[config.mk]
export PLATFORM = sky130hd
export DESIGN_NAME = tfpc_volt
export DESIGN_NICKNAME = d
export VERILOG_FILES = /design/src/design/tfpc_pkg.sv /design/src/design/tfpc_volt.sv
export SDC_FILE = /design/constraint.sdc
export NUM_CORES = 2
export LEC_CHECK = 0
export BUFFER_PORTS_ARGS = -buffer_cell sky130_fd_sc_hd__buf_2
export CAP_MARGIN = 30
export CORE_ASPECT_RATIO = 0.6
export CORE_MARGIN = 1.5
export CORE_UTILIZATION = 30
export DETAILED_ROUTE_END_ITERATION = 10
export PLACE_DENSITY = 0.52
export SYNTH_ARGS = -nofsm -noshare
export SYNTH_HDL_FRONTEND = slang
export SYNTH_SLANG_ARGS = --single-unit
[constraint.sdc]
create_clock -name clock -period 13.9 [get_ports clock]
set_input_delay 2.78 -clock clock [delete_from_list [all_inputs] [get_ports clock]]
set_output_delay 2.78 -clock clock [all_outputs]
set_load 0.03 [all_outputs]
[src/design/tfpc_pkg.sv]
`timescale 1ns / 1ps
package tfpc_pkg;

   localparam int ADC_BITS        = 12;
   localparam int LOG_TABLE_DEPTH = 256;
   localparam int LOG_BITS        = $clog2(LOG_TABLE_DEPTH);
   localparam int FRAC_BITS       = 31 - LOG_BITS;

   localparam int SUPPLY_W = 13;
   localparam logic [SUPPLY_W-1:0] SUPPLY_RESET = 13'd3300;

   localparam logic [ADC_BITS-1:0] FULL_SCALE = '1;
   localparam int PROD_W      = ADC_BITS + SUPPLY_W;
   localparam int RECIP_SHIFT = PROD_W + ADC_BITS;
   localparam int RECIP_W     = RECIP_SHIFT - ADC_BITS + 1;
   localparam logic [RECIP_W-1:0] RECIP = RECIP_W'((64'd1 << RECIP_SHIFT) / FULL_SCALE);
   localparam int MUL_W = PROD_W + RECIP_W;

   localparam logic [31:0] R_NUM    = 32'd2816000000;
   localparam logic [32:0] R_OFFSET = 33'd563200;
   localparam int DIV1_BITS   = 4;
   localparam int DIV1_STAGES = 32 / DIV1_BITS;

   localparam int LOG_W = 22;
   localparam logic [16:0] LN2_Q16   = 17'd45426;
   localparam logic [21:0] DEN_SCALE = 22'd2981500;
   localparam logic signed [47:0] DEN_BASE = 48'sd398585 * 48'sd6553600;

   localparam int TK_BITS = 18;
   localparam logic [63:0] T_NUM    = 64'd398585 * 64'd29815 * 64'd16777216;
   localparam logic [45:0] T_NUM_HI = 46'(T_NUM >> TK_BITS);
   localparam logic [TK_BITS-1:0] TK_MAX = 18'd200997;
   localparam logic [18:0] KELVIN_Q8 = 19'd69926;
   localparam logic signed [17:0] T_MAX_Q8 = 18'sd131071;
   localparam logic signed [17:0] T_LOW    = 18'sd12800;
   localparam logic signed [17:0] T_HIGH   = 18'sd20480;
   localparam logic [21:0] PWM_OFFSET = 22'd102400;
   localparam logic [10:0] PWM_MIN = 11'd600;
   localparam logic [10:0] PWM_MAX = 11'd1200;
   localparam logic signed [17:0] TC_MAX = 18'sd255;
   localparam logic signed [17:0] TC_MIN = -18'sd128;

   typedef logic [16:0] log_tab_type [0:LOG_TABLE_DEPTH];

   typedef struct packed {
      logic        valid;
      logic        oor;
      logic [31:0] r;
   } tfpc_res_type;

   typedef struct packed {
      logic               valid;
      logic               oor;
      logic signed [47:0] den;
   } tfpc_den_type;

   typedef struct packed {
      logic              valid;
      logic              oor;
      logic [10:0]       pwm;
      logic signed [8:0] tc;
   } tfpc_out_type;

   function automatic log_tab_type build_log_tab();
      log_tab_type tab;
      logic [63:0] x;
      logic [16:0] res;
      for (int k = 0; k < LOG_TABLE_DEPTH; k++) begin
         x = ((64'(LOG_TABLE_DEPTH) + 64'(k)) << 30) / LOG_TABLE_DEPTH;
         res = '0;
         for (int b = 1; b <= 16; b++) begin
            x = (x * x) >> 30;
            if (x >= (64'd2 << 30)) begin
               x = x >> 1;
               res[16-b] = 1'b1;
            end
         end
         tab[k] = res;
      end
      tab[LOG_TABLE_DEPTH] = 17'd65536;
      return tab;
   endfunction

   localparam log_tab_type LOG_TAB = build_log_tab();

   function automatic logic [LOG_W-1:0] log2_const(input logic [31:0] v);
      int p;
      logic [30:0] f;
      logic [LOG_BITS-1:0] idx;
      logic [FRAC_BITS-1:0] frac;
      logic [16:0] diff;
      logic [63:0] prod;
      p = 0;
      for (int b = 0; b < 32; b++) begin
         if (v[b]) p = b;
      end
      f = 31'(v << (31 - p));
      idx = f[30 -: LOG_BITS];
      frac = f[FRAC_BITS-1:0];
      diff = LOG_TAB[int'(idx) + 1] - LOG_TAB[idx];
      prod = 64'(diff) * 64'(frac);
      return LOG_W'(p * 65536) + LOG_W'(LOG_TAB[idx]) + LOG_W'(prod >> FRAC_BITS);
   endfunction

   localparam logic [LOG_W-1:0] LOG_REF = log2_const(32'd2560000);

endpackage

[src/design/tfpc_volt.sv]
`timescale 1ns / 1ps
module tfpc_volt import tfpc_pkg::*; (
   input  logic                clock,
   input  logic                reset,
   input  logic                ce,
   input  logic                in_valid,
   input  logic [ADC_BITS-1:0] adc_code,
   input  logic [SUPPLY_W-1:0] supply,
   output tfpc_res_type        res
);

   logic              p1_valid_ff;
   logic [PROD_W-1:0] p1_prod_ff;
   logic              p2_valid_ff;
   logic [PROD_W-1:0] p2_prod_ff;
   logic [MUL_W-1:0]  p2_mul_ff;
   logic [SUPPLY_W-1:0] v_in;

   logic                dv_valid_ff [0:DIV1_STAGES];
   logic                dv_zero_ff  [0:DIV1_STAGES];
   logic [SUPPLY_W-1:0] dv_rem_ff   [0:DIV1_STAGES];
   logic [31:0]         dv_quo_ff   [0:DIV1_STAGES];
   logic [SUPPLY_W-1:0] dv_div_ff   [0:DIV1_STAGES];

   logic        r_valid_ff;
   logic        r_oor_ff;
   logic [32:0] r_ff;
   logic [32:0] r_in;

   // v = prod / full scale by reciprocal and one correction
   always_comb begin
      logic [SUPPLY_W-1:0] q_est;
      logic [PROD_W-1:0]   q_full;
      logic [PROD_W-1:0]   rem;
      q_est  = p2_mul_ff[RECIP_SHIFT +: SUPPLY_W];
      q_full = (PROD_W'(q_est) << ADC_BITS) - PROD_W'(q_est);
      rem    = p2_prod_ff - q_full;
      v_in   = (rem >= PROD_W'(FULL_SCALE)) ? q_est + 1'b1 : q_est;
   end

   always_ff @(posedge clock) begin
      if (reset) begin
         p1_valid_ff    <= 1'b0;
         p2_valid_ff    <= 1'b0;
         dv_valid_ff[0] <= 1'b0;
      end else if (ce) begin
         p1_valid_ff    <= in_valid;
         p2_valid_ff    <= p1_valid_ff;
         dv_valid_ff[0] <= p2_valid_ff;
      end
   end

   always_ff @(posedge clock) begin
      if (ce) begin
         p1_prod_ff   <= PROD_W'(adc_code) * PROD_W'(supply);
         p2_prod_ff   <= p1_prod_ff;
         p2_mul_ff    <= MUL_W'(p1_prod_ff) * MUL_W'(RECIP);
         dv_zero_ff[0] <= (v_in == '0);
         dv_rem_ff[0] <= '0;
         dv_quo_ff[0] <= '0;
         dv_div_ff[0] <= v_in;
      end
   end

   for (genvar s = 0; s < DIV1_STAGES; s++) begin : g_div
      logic [SUPPLY_W-1:0] rem_in;
      logic [31:0]         quo_in;

      always_comb begin
         logic [SUPPLY_W:0] trial;
         rem_in = dv_rem_ff[s];
         quo_in = dv_quo_ff[s];
         for (int j = 0; j < DIV1_BITS; j++) begin
            trial = {rem_in, R_NUM[31 - s*DIV1_BITS - j]};
            if (trial >= {1'b0, dv_div_ff[s]}) begin
               rem_in = SUPPLY_W'(trial - {1'b0, dv_div_ff[s]});
               quo_in[31 - s*DIV1_BITS - j] = 1'b1;
            end else begin
               rem_in = SUPPLY_W'(trial);
            end
         end
      end

      always_ff @(posedge clock) begin
         if (reset) begin
            dv_valid_ff[s+1] <= 1'b0;
         end else if (ce) begin
            dv_valid_ff[s+1] <= dv_valid_ff[s];
         end
      end

      always_ff @(posedge clock) begin
         if (ce) begin
            dv_zero_ff[s+1] <= dv_zero_ff[s];
            dv_rem_ff[s+1]  <= rem_in;
            dv_quo_ff[s+1]  <= quo_in;
            dv_div_ff[s+1]  <= dv_div_ff[s];
         end
      end
   end

   assign r_in = {1'b0, dv_quo_ff[DIV1_STAGES]} - R_OFFSET;

   always_ff @(posedge clock) begin
      if (reset) begin
         r_valid_ff <= 1'b0;
      end else if (ce) begin
         r_valid_ff <= dv_valid_ff[DIV1_STAGES];
      end
   end

   always_ff @(posedge clock) begin
      if (ce) begin
         r_ff     <= r_in;
         r_oor_ff <= dv_zero_ff[DIV1_STAGES] || r_in[32] || (r_in == '0);
      end
   end

   assign res.valid = r_valid_ff;
   assign res.oor   = r_oor_ff;
   assign res.r     = r_ff[31:0];

endmodule

==> metrics.md <==
| Metric | Value |
|---|---|
| Rows | `108` |
| Area Growth Syn to Fin | `9.87%` |
| DR pass1 iterations | `6` |
| CP Capture Type | `register` |
| Initial antenna violation count | `0` |
| WP data required | `14.29 ns` |
| Status | `finished, final reports clean` |
| R2r worst-path depth | `46` |
| Most numerous cell on the critical path | `o21ai_0` |
| Die Footprint | `148000 sq um` |
| Slew of the pin with the lowest slew margin | `1.19 ns` |
| Total GRT Usage | `0.156` |
| Crit start category | `register` |
| Post-synth EDFFs | `453` |
| Post-cts gate resize count | `0` |
| Initial core utilization | `0.302` |
| Drt drc | `0` |
| Rel. slew slack | `0.194` |
| Clk pin slew, worst setup/hold paths | `0.07 ns` |
| Setup repair bufs after CTS | `0` |
| HP Class | `reg2reg` |
| Setup_tns | `0 ns` |
| Core area | `144000 sq um` |
| CTS Buf Count | `52` |
| Vias in the first global route | `31.2k` |
| Synthesis-stage register bit count | `456` |
| Fin nets | `5335` |
| Total clock sinks | `456` |
| Placed cells | `6485` |
| Highest Clock Rate | `80.8 MHz` |
| Mapped Cells | `4560` |
| Cell with the most instances after synthesis | `ha_1` |
| Routed WL per cell | `17.7 um` |
| Critical path's largest stage delay | `0.54 ns` |
| CP max stage cell | `a21o_1` |
| Root cell of the clock tree | `clkbuf_16` |
| Fin cells | `6583` |
| # H-tree levels | `2` |
| IO buf count | `62` |
| Largest area contributor in the netlist | `edfxtp_1` |
| Final worst path period need | `12.38 ns` |
| Yosys cell types | `96` |
| Synth top area cells | `edfxtp_1 (31%), ha_1 (16%), fa_1 (6.1%)` |
| Crit path DAT | `12.77 ns` |
| Detail Placement HPWL | `93700 um` |
| Worst skew pair latency | `0.67 ns` |
| Final period util | `0.890` |
| Mean area per synthesized cell | `9.57 sq um` |
| Width of the die | `495 um` |
| Worst hold stages | `0` |
| Post-synth top area share | `0.312` |
| Final GP Congestion | `0.894` |
| Post-DRT Antenna Nets | `0` |
| Post-synth top cells | `ha_1 (558), inv_1 (489), edfxtp_1 (453), nor2_1 (343), nand2_1 (342)` |
| Share of layout cells above drive strength 1 | `0.102` |
| Number of fill cells in the layout | `14.7k` |
| Max_cap viols | `0` |
| GRT Residual Overflow | `0` |
| Synthesized area | `43600 sq um` |
| RSZ-0062 raised after global routing | `no` |
| Cts hold-fix bufs | `0` |
| Area of the multi-input gates | `27800 sq um` |
| Largest net degree at the start of global routing | `94` |
| Maximum clock insertion buffer count | `3` |
| Die extent in y | `298 um` |
| Critical path fanouts, max | `14` |
| Syn nets | `5281` |
| CTS tree | `done` |
| Synth Flop Type | `edfxtp_1` |
| First-pass GRT wire length | `183000 um` |
| Pins Over Slew Limit | `0` |
| Initial DRC count | `2681` |
| Sequential Area | `13700 sq um` |
| YS warnings | `0` |
| Worst clock skew | `0.0584 ns` |
| DRT Wirelength | `117000 um` |
| Hold Fails Final Rpt | `0` |
| Critical path type | `reg2reg` |
| Post-synth ARST share | `0` |
| Io pins | `63` |
| Vias per cell | `5.07` |
| Final Setup Violations | `0` |
| Total number of vias | `33.4k` |
| Register area share after synthesis | `0.313` |
-- routing by layer --
layer	vias to the layer above	GRT usage	share of wire
li1	16500	-	-
met1	16000	0.273	0.58
met2	832	0.191	0.35
met3	82	0.0276	0.066
met4	0	0.0213	0.010
met5	-	0	0
-- registers in the layout, indices dropped and copies added (netlist names), 9 cells and up --
| signal | flops |
|---|---|
| dv_rem_ff | 91 |
| r_ff | 32 |
| p2_prod_ff | 25 |
| dv_zero_ff | 9 |
| dv_quo_ff | 144 |
| dv_div_ff | 104 |
| p2_mul_ff | 13 |
| p1_prod_ff | 25 |
| dv_valid_ff | 9 |
-- final timing paths --
kind | start | end | slack (ns)
setup / recovery | dv_div_ff[0][15] | dv_rem_ff[0][31] | 1.52
hold reg to reg | dv_quo_ff[0][212] | dv_quo_ff[0][244] | 0.40
setup reg to reg | dv_div_ff[0][15] | dv_rem_ff[0][31] | 1.52
hold / removal | dv_quo_ff[0][212] | dv_quo_ff[0][244] | 0.40
-- worst max-delay path: cells and delay by family (launching register included) --
family	cells	cell delay (ns)
mux	4	1.60
buf+inv	5	0.80
fa+ha+maj	4	1.13
flops	1	0.49
simple gates	7	1.22
compound gates	26	6.81
-- kinds of logic (layout without fill, tap and decap cells) --
kind of cell	count (synthesis)	count (layout)	share of synthesized area
and+or+nand+nor	1310	1310	0.145
muxes	264	264	0.0673
adders and majority gates	692	692	0.221
other	0	3	0
xor gates and xnor gates	291	291	0.0584
DFF	456	456	0.313
AOI/OAI and AO/OA	967	967	0.144
buffers and inverters	580	675	0.0510
-- cell type report --
type                    count  share of cell area
flip-flops and latches    456               0.285
diodes                      3            0.000157
multi-input cells        3524               0.579
clock inverters            40             0.00950
clock buffers              55              0.0274
well taps                1925              0.0502
repair buffers             85              0.0103
inverters                 495              0.0387
-- cell usage in the layout (no fill, tap or decap), drive strengths merged, types with 121 or more instances in the layout --
master    n
a21oi   258
edfxtp  453
fa      134
ha      558
inv     501
mux2    232
nand2   343
nor2    343
nor3    121
o21ai   230
xnor2   207
-- metrics by stage --
stage	util	hold slack, ns	cell area (sq um)	worst slack, ns
final	0.332	0.403	48000	1.52
after global routing	0.332	0.413	47900	0.705
after CTS	0.332	0.394	47900	1.75
after detailed placement	0.320	0.405	46200	1.86
after global placement	0.320	0.401	46200	1.89
after floorplan	-	0.400	43600	3.61
Power is left out: the tool's default activity adds up to more than one toggle a clock period on the data nets, which glitch-free logic cannot reach.
