<file path="src/design/tfpc_pkg.sv">
`timescale 1ns / 1ps
package tfpc_pkg;

   localparam int ADC_BITS        = 12;
   localparam int LOG_TABLE_DEPTH = 256;
   localparam int LOG_BITS        = $clog2(LOG_TABLE_DEPTH);
   localparam int FRAC_BITS       = 31 - LOG_BITS;

   localparam int SUPPLY_W = 13;
   localparam logic [SUPPLY_W-1:0] SUPPLY_RESET = 13'd3300;

   localparam logic [ADC_BITS-1:0] FULL_SCALE = '1;
   localparam int PROD_W      = ADC_BITS + SUPPLY_W;
   localparam int RECIP_SHIFT = PROD_W + ADC_BITS;
   localparam int RECIP_W     = RECIP_SHIFT - ADC_BITS + 1;
   localparam logic [RECIP_W-1:0] RECIP = RECIP_W'((64'd1 << RECIP_SHIFT) / FULL_SCALE);
   localparam int MUL_W = PROD_W + RECIP_W;

   localparam logic [31:0] R_NUM    = 32'd2816000000;
   localparam logic [32:0] R_OFFSET = 33'd563200;
   localparam int DIV1_BITS   = 4;
   localparam int DIV1_STAGES = 32 / DIV1_BITS;

   localparam int LOG_W = 22;
   localparam logic [16:0] LN2_Q16   = 17'd45426;
   localparam logic [21:0] DEN_SCALE = 22'd2981500;
   localparam logic signed [47:0] DEN_BASE = 48'sd398585 * 48'sd6553600;

   localparam int TK_BITS = 18;
   localparam logic [63:0] T_NUM    = 64'd398585 * 64'd29815 * 64'd16777216;
   localparam logic [45:0] T_NUM_HI = 46'(T_NUM >> TK_BITS);
   localparam logic [TK_BITS-1:0] TK_MAX = 18'd200997;
   localparam logic [18:0] KELVIN_Q8 = 19'd69926;
   localparam logic signed [17:0] T_MAX_Q8 = 18'sd131071;
   localparam logic signed [17:0] T_LOW    = 18'sd12800;
   localparam logic signed [17:0] T_HIGH   = 18'sd20480;
   localparam logic [21:0] PWM_OFFSET = 22'd102400;
   localparam logic [10:0] PWM_MIN = 11'd600;
   localparam logic [10:0] PWM_MAX = 11'd1200;
   localparam logic signed [17:0] TC_MAX = 18'sd255;
   localparam logic signed [17:0] TC_MIN = -18'sd128;

   typedef logic [16:0] log_tab_type [0:LOG_TABLE_DEPTH];

   typedef struct packed {
      logic        valid;
      logic        oor;
      logic [31:0] r;
   } tfpc_res_type;

   typedef struct packed {
      logic               valid;
      logic               oor;
      logic signed [47:0] den;
   } tfpc_den_type;

   typedef struct packed {
      logic              valid;
      logic              oor;
      logic [10:0]       pwm;
      logic signed [8:0] tc;
   } tfpc_out_type;

   function automatic log_tab_type build_log_tab();
      log_tab_type tab;
      logic [63:0] x;
      logic [16:0] res;
      for (int k = 0; k < LOG_TABLE_DEPTH; k++) begin
         x = ((64'(LOG_TABLE_DEPTH) + 64'(k)) << 30) / LOG_TABLE_DEPTH;
         res = '0;
         for (int b = 1; b <= 16; b++) begin
            x = (x * x) >> 30;
            if (x >= (64'd2 << 30)) begin
               x = x >> 1;
               res[16-b] = 1'b1;
            end
         end
         tab[k] = res;
      end
      tab[LOG_TABLE_DEPTH] = 17'd65536;
      return tab;
   endfunction

   localparam log_tab_type LOG_TAB = build_log_tab();

   function automatic logic [LOG_W-1:0] log2_const(input logic [31:0] v);
      int p;
      logic [30:0] f;
      logic [LOG_BITS-1:0] idx;
      logic [FRAC_BITS-1:0] frac;
      logic [16:0] diff;
      logic [63:0] prod;
      p = 0;
      for (int b = 0; b < 32; b++) begin
         if (v[b]) p = b;
      end
      f = 31'(v << (31 - p));
      idx = f[30 -: LOG_BITS];
      frac = f[FRAC_BITS-1:0];
      diff = LOG_TAB[int'(idx) + 1] - LOG_TAB[idx];
      prod = 64'(diff) * 64'(frac);
      return LOG_W'(p * 65536) + LOG_W'(LOG_TAB[idx]) + LOG_W'(prod >> FRAC_BITS);
   endfunction

   localparam logic [LOG_W-1:0] LOG_REF = log2_const(32'd2560000);

endpackage

</file>
<file path="src/design/tfpc_temp.sv">
`timescale 1ns / 1ps
module tfpc_temp import tfpc_pkg::*; (
   input  logic         clock,
   input  logic         reset,
   input  logic         ce,
   input  tfpc_den_type den,
   output tfpc_out_type out
);

   logic                kd_valid_ff [0:TK_BITS];
   logic                kd_oor_ff   [0:TK_BITS];
   logic                kd_sat_ff   [0:TK_BITS];
   logic [45:0]         kd_rem_ff   [0:TK_BITS];
   logic [TK_BITS-1:0]  kd_quo_ff   [0:TK_BITS];
   logic [45:0]         kd_den_ff   [0:TK_BITS];

   logic               t_valid_ff;
   logic               t_oor_ff;
   logic signed [17:0] t_ff;
   logic signed [17:0] t_in;
   logic [18:0]        t_diff;

   logic               o_valid_ff;
   logic               o_oor_ff;
   logic [10:0]        o_pwm_ff;
   logic signed [8:0]  o_tc_ff;
   logic [10:0]        pwm_in;
   logic signed [8:0]  tc_in;

   always_ff @(posedge clock) begin
      if (reset) begin
         kd_valid_ff[0] <= 1'b0;
      end else if (ce) begin
         kd_valid_ff[0] <= den.valid;
      end
   end

   always_ff @(posedge clock) begin
      if (ce) begin
         kd_oor_ff[0] <= den.oor;
         kd_sat_ff[0] <= (den.den <= 48'sd0) || (den.den <= $signed(48'(T_NUM_HI)));
         kd_rem_ff[0] <= T_NUM_HI;
         kd_quo_ff[0] <= '0;
         kd_den_ff[0] <= den.den[45:0];
      end
   end

   for (genvar s = 0; s < TK_BITS; s++) begin : g_div
      logic [46:0] trial;
      logic        take;

      assign trial = {kd_rem_ff[s], T_NUM[TK_BITS - 1 - s]};
      assign take  = trial >= {1'b0, kd_den_ff[s]};

      always_ff @(posedge clock) begin
         if (reset) begin
            kd_valid_ff[s+1] <= 1'b0;
         end else if (ce) begin
            kd_valid_ff[s+1] <= kd_valid_ff[s];
         end
      end

      always_ff @(posedge clock) begin
         if (ce) begin
            kd_oor_ff[s+1] <= kd_oor_ff[s];
            kd_sat_ff[s+1] <= kd_sat_ff[s];
            kd_den_ff[s+1] <= kd_den_ff[s];
            kd_rem_ff[s+1] <= take ? 46'(trial - {1'b0, kd_den_ff[s]}) : 46'(trial);
            kd_quo_ff[s+1] <= kd_quo_ff[s] | (take ? TK_BITS'(1) << (TK_BITS - 1 - s) : '0);
         end
      end
   end

   assign t_diff = {1'b0, kd_quo_ff[TK_BITS]} - KELVIN_Q8;
   assign t_in = (kd_sat_ff[TK_BITS] || (kd_quo_ff[TK_BITS] > TK_MAX)) ? T_MAX_Q8
                 : $signed(t_diff[17:0]);

   always_comb begin
      logic signed [17:0] t_sh;
      logic [21:0]        pw;
      t_sh = t_ff >>> 8;
      pw   = 22'(t_ff[16:0]) * 22'd20 - PWM_OFFSET;
      if (t_ff < T_LOW) begin
         pwm_in = PWM_MIN;
      end else if (t_ff > T_HIGH) begin
         pwm_in = PWM_MAX;
      end else begin
         pwm_in = pw[18:8];
      end
      if (t_sh > TC_MAX) begin
         tc_in = 9'(TC_MAX);
      end else if (t_sh < TC_MIN) begin
         tc_in = 9'(TC_MIN);
      end else begin
         tc_in = 9'(t_sh);
      end
      if (t_oor_ff) begin
         pwm_in = PWM_MAX;
         tc_in  = '0;
      end
   end

   always_ff @(posedge clock) begin
      if (reset) begin
         t_valid_ff <= 1'b0;
         o_valid_ff <= 1'b0;
      end else if (ce) begin
         t_valid_ff <= kd_valid_ff[TK_BITS];
         o_valid_ff <= t_valid_ff;
      end
   end

   always_ff @(posedge clock) begin
      if (ce) begin
         t_oor_ff <= kd_oor_ff[TK_BITS];
         t_ff     <= t_in;
         o_oor_ff <= t_oor_ff;
         o_pwm_ff <= pwm_in;
         o_tc_ff  <= tc_in;
      end
   end

   assign out.valid = o_valid_ff;
   assign out.oor   = o_oor_ff;
   assign out.pwm   = o_pwm_ff;
   assign out.tc    = o_tc_ff;

endmodule

</file>
<file path="config.mk">
export PLATFORM = sky130hd
export DESIGN_NAME = tfpc_temp
export DESIGN_NICKNAME = d
export VERILOG_FILES = /design/src/design/tfpc_pkg.sv /design/src/design/tfpc_temp.sv
export SDC_FILE = /design/constraint.sdc
export NUM_CORES = 2
export LEC_CHECK = 0
export ABC_AREA = 0
export BUFFER_PORTS_ARGS = -buffer_cell sky130_fd_sc_hd__buf_4
export CORE_ASPECT_RATIO = 1.5
export CORE_MARGIN = 2
export CORE_UTILIZATION = 55
export DETAILED_ROUTE_END_ITERATION = 8
export GPL_ROUTABILITY_DRIVEN = 0
export PLACE_DENSITY = 0.73
export RECOVER_POWER = 100
export SLEW_MARGIN = 20
export SYNTH_ARGS = -nofsm -noshare
export SYNTH_HDL_FRONTEND = slang
export SYNTH_SLANG_ARGS = --single-unit
</file>
<file path="constraint.sdc">
create_clock -name clock -period 4 [get_ports clock]
set_input_delay 0.8 -clock clock [delete_from_list [all_inputs] [get_ports clock]]
set_output_delay 0.8 -clock clock [all_outputs]
set_load 0.01 [all_outputs]
</file>
==> flow_metrics.env <==
export IMPL_cts_tree="built"
export IMPL_dpl_cell_area_um2=119000
export IMPL_place_worst_setup_slack_ps=-485
export IMPL_drtAntennaViolNets=0
export IMPL_avgViaCountPerCell=5.81
export IMPL_nets=11900
export IMPL_ys_async_sr_fraction_pct=0
export IMPL_syn_nets=10800
export IMPL_clock_latency_ps=860
export IMPL_start_kind="flop"
export IMPL_die_y_um=548
export IMPL_ios=75
export IMPL_worst_path_max_delay_cell="o31a_1"
export IMPL_worst_ir_drop_vdd_uv=480
export IMPL_max_slew_margin_pct=-54.1
export IMPL_crit_type="flop to flop"
export IMPL_min_delay_start="reset"
export IMPL_cts_sinks=1880
export IMPL_grt_use_total_pct=24.8
export IMPL_max_stage_delay_ps=500
export IMPL_grt_pass1_vias=82600
export IMPL_cts_hold_buffers=0
export IMPL_syn_area_um2=108000
export IMPL_layout_cells_non_filler=13800
export IMPL_postSynthCellCount=9900
export IMPL_drc=0
export IMPL_yosysWarnings=0
export IMPL_synth_edf_count=1878
export IMPL_critical_path_most_common_cell="a21o_1"
export IMPL_core_area_um2=196000
export IMPL_drt_wl_total_um=267000
export IMPL_status="finished, violations left"
export IMPL_numCtsBuffers=191
export IMPL_cp_arrival_ps=4830
export IMPL_reg2reg_from="kd_rem_ff[3][15]"
export IMPL_vias=80200
export IMPL_synthFlopType="edfxtp_1"
export IMPL_routedWlPerCell_um=19.4
export IMPL_critPathTopFamily="compound AO/OA/AOI/OAI gates"
export IMPL_tns_ps=-29130
export IMPL_first_iter_violations=4632
export IMPL_seqCellArea_um2=56400
export IMPL_grt_pass1_wl_um=401000
export IMPL_dp_hpwl_um=193000
export IMPL_fin_area_um2=129000
export IMPL_hp_class="input pin to flop"
export IMPL_grt_max_degree=152
export IMPL_grt_overflow=0
export IMPL_root_buffer="clkbuf_16"
export IMPL_finalWorstSetupSlack_ps=-267
export IMPL_max_cap_viol_count=3
export IMPL_multiInputGateArea_um2=49800
export IMPL_dieWidth_um=367
export IMPL_skew_ps=56.1
export IMPL_placedCellCount=13300
export IMPL_start_util_pct=55.3
export IMPL_min_period_over_period_pct=107
export IMPL_antenna_found_initial=7
export IMPL_die_area_um2=201000
export IMPL_syn_avg_cell_area_um2=11.0
export IMPL_cts_buffer_depth=4
export IMPL_rows=199
export IMPL_leakage_nw=54.6
export IMPL_synth_distinct_cells=88
export IMPL_failed_checks="max-capacitance violations, max-slew violations, negative setup slack"
export IMPL_clkTransAtPathRegs_ps=60
export IMPL_yosysSeqAreaShare_pct=52.0
export IMPL_cp_end_kind="flop"
export IMPL_rsz0062_at_grt="true"
export IMPL_drive_above_1_share_pct=18.3
export IMPL_tightest_slew_ps=2310
export IMPL_cp_buffers_inverters=2
export IMPL_portBuffers=74
export IMPL_fmax_mhz=234
export IMPL_crit_chain="ha_1 -> a21o_1 -> a21o_1 -> a21oi_1 -> o21ai_0 -> a221oi_2 -> o21ai_4 -> a41oi_2 -> buf_4 -> a21oi_1 -> a21o_1 -> nand2_1 -> o31a_1 -> buf_4 -> a31oi_1 -> a22o_1"
export IMPL_power_density_nw_per_um2=787
export IMPL_critPathMaxFanout=11
export IMPL_synth_seq_cells=1880
export IMPL_timing_hold_ws_ps=144
export IMPL_required_ps=4570
export IMPL_hold_viol=0
export IMPL_finalCriticalPeriod_ps=4270
export IMPL_setup_viol=378
export IMPL_cp_startpoint="kd_rem_ff[3][15]"
export IMPL_fillCellCount=13900
export IMPL_hold_depth=2
export IMPL_finalMaxSlewViolations=209
export IMPL_cts_max_level=4
export IMPL_syn2layout_area_growth_pct=19.2
export IMPL_drt_pass1_iter_count=6
export IMPL_worstSetupPathDepth=16
export IMPL_ff2ff_path_depth=16
==> per-layer routing <==
layer / share of wire [%] / vias up / track usage (%) / routed length [um]
li1: - / 38400 / - / -
met1: 30 / 38200 / 20.1 / 79900
met2: 56 / 2397 / 51.0 / 151000
met3: 3.1 / 1216 / 2.77 / 8250
met4: 11 / 0 / 21.1 / 28300
met5: 0 / - / 0 / 0
==> path summary, 6_finish.rpt <==
check	end	slack, ps
worst max register to register	kd_rem_ff[4][41]	-270
worst min-delay path	o_valid_ff	140
worst min register to register	kd_quo_ff[13][11]	390
worst max-delay path	kd_rem_ff[4][41]	-270
==> synth_stat cells (all sizes together) (50+ instances only) <==
cell    number  area [um^2]
nand3      170          851
o21ai      701         3510
o21a        92          691
nor2b      136          851
and2        66          413
edfxtp    1878        56400
nor2       535         2010
a211oi      50          380
buf         52          289
nand2b     118          738
a31oi       81          507
ha         809        10100
and3        90          563
inv        976         3660
xnor2      399         3490
a21o       449         3370
clkbuf     211          792
xor2       323         2830
nand2      747         2800
a21oi      862         4310
nand4      142          888
nor3       102          515
mux2       278         3130
o21bai     106          796
==> what timing repair did <==
item	in CTS	in global routing
endpoints found under the setup margin	687	689
buffers inserted	42	59
gates resized for setup	223	538
pin swaps	98	198
cloned	8	46
endpoints found under the hold margin	0	0
==> power by group <==
part           internal [W]  switching, W  total, W
registers            0.0287       0.00274    0.0314
logic                0.0249        0.0276    0.0525
clock network        0.0104       0.00741    0.0178
total                0.0640        0.0378     0.102
==> area by class of cell <==
cell class                      instances  area share (%)
Multi-Input combinational cell       6784            38.5
Antenna cell                           15          0.0290
Sequential cell                      1880            43.6
Clock inverter                        113           0.935
Tap cell                             2613            2.53
Clock buffer                          228            3.84
Inverter                              976            2.83
Timing Repair Buffer                 1201            7.66
==> flip-flops by register name (all words and copies together) (netlist names) <==
signal,flops
kd_den_ff,828
kd_rem_ff,782
kd_quo_ff,171
kd_oor_ff,19
kd_sat_ff,19
kd_valid_ff,19
t_ff,18
o_pwm_ff,11
o_tc_ff,9
o_oor_ff,1
o_valid_ff,1
t_oor_ff,1
t_valid_ff,1
==> stage by stage <==
step | power [W] | utilization (%)
floorplan | 0.0617 | -
global placement | 0.0750 | 60.8
detailed placement | 0.0767 | 60.8
CTS | 0.0964 | 64.7
global route | 0.108 | 66.0
finish | 0.102 | 66.0
==> kinds of logic after synthesis <==
family | share of synthesized area, %
XOR/XNOR | 5.83
AND/OR/NAND/NOR | 9.96
AO/OA/AOI/OAI | 15.2
adder cells (fa/ha/maj) | 9.63
buffers and inverters | 4.37
flip-flops | 52.0
multiplexers | 3.02
==> worst reg2reg max path: stages (launching register included) <==
cell      delay, ps
edfxtp_1        400
ha_1            390
a21o_1          200
a21o_1          180
a21oi_1         200
o21ai_0         230
a221oi_2        410
o21ai_4         140
a41oi_2         250
buf_4           170
a21oi_1          80
a21o_1          220
nand2_1         110
o31a_1          500
buf_4           270
a31oi_1          50
a22o_1          180
==> cells in the final DEF (no fill, tap or decap), types with 34 or more instances in the layout <==
master / instances
edfxtp_1: 1878
nand2_1: 681
nand2_2: 39
a31oi_1: 64
buf_4: 838
mux2_4: 53
clkbuf_1: 116
mux2_2: 198
a21o_1: 449
ha_1: 785
clkinv_1: 43
o21ai_0: 537
and2_1: 45
clkbuf_16: 223
xnor2_1: 398
nand2b_1: 117
o21a_1: 91
inv_1: 966
nor2b_1: 126
nand4_1: 142
buf_6: 38
nor2_1: 528
nor4_1: 34
a21oi_1: 826
nor3_1: 95
nand3_1: 166
o21bai_1: 101
o21ai_1: 92
o211ai_1: 35
o21ai_2: 64
and3_1: 87
xor2_1: 323
clkbuf_4: 138
(Power assumes the default switching activity.)
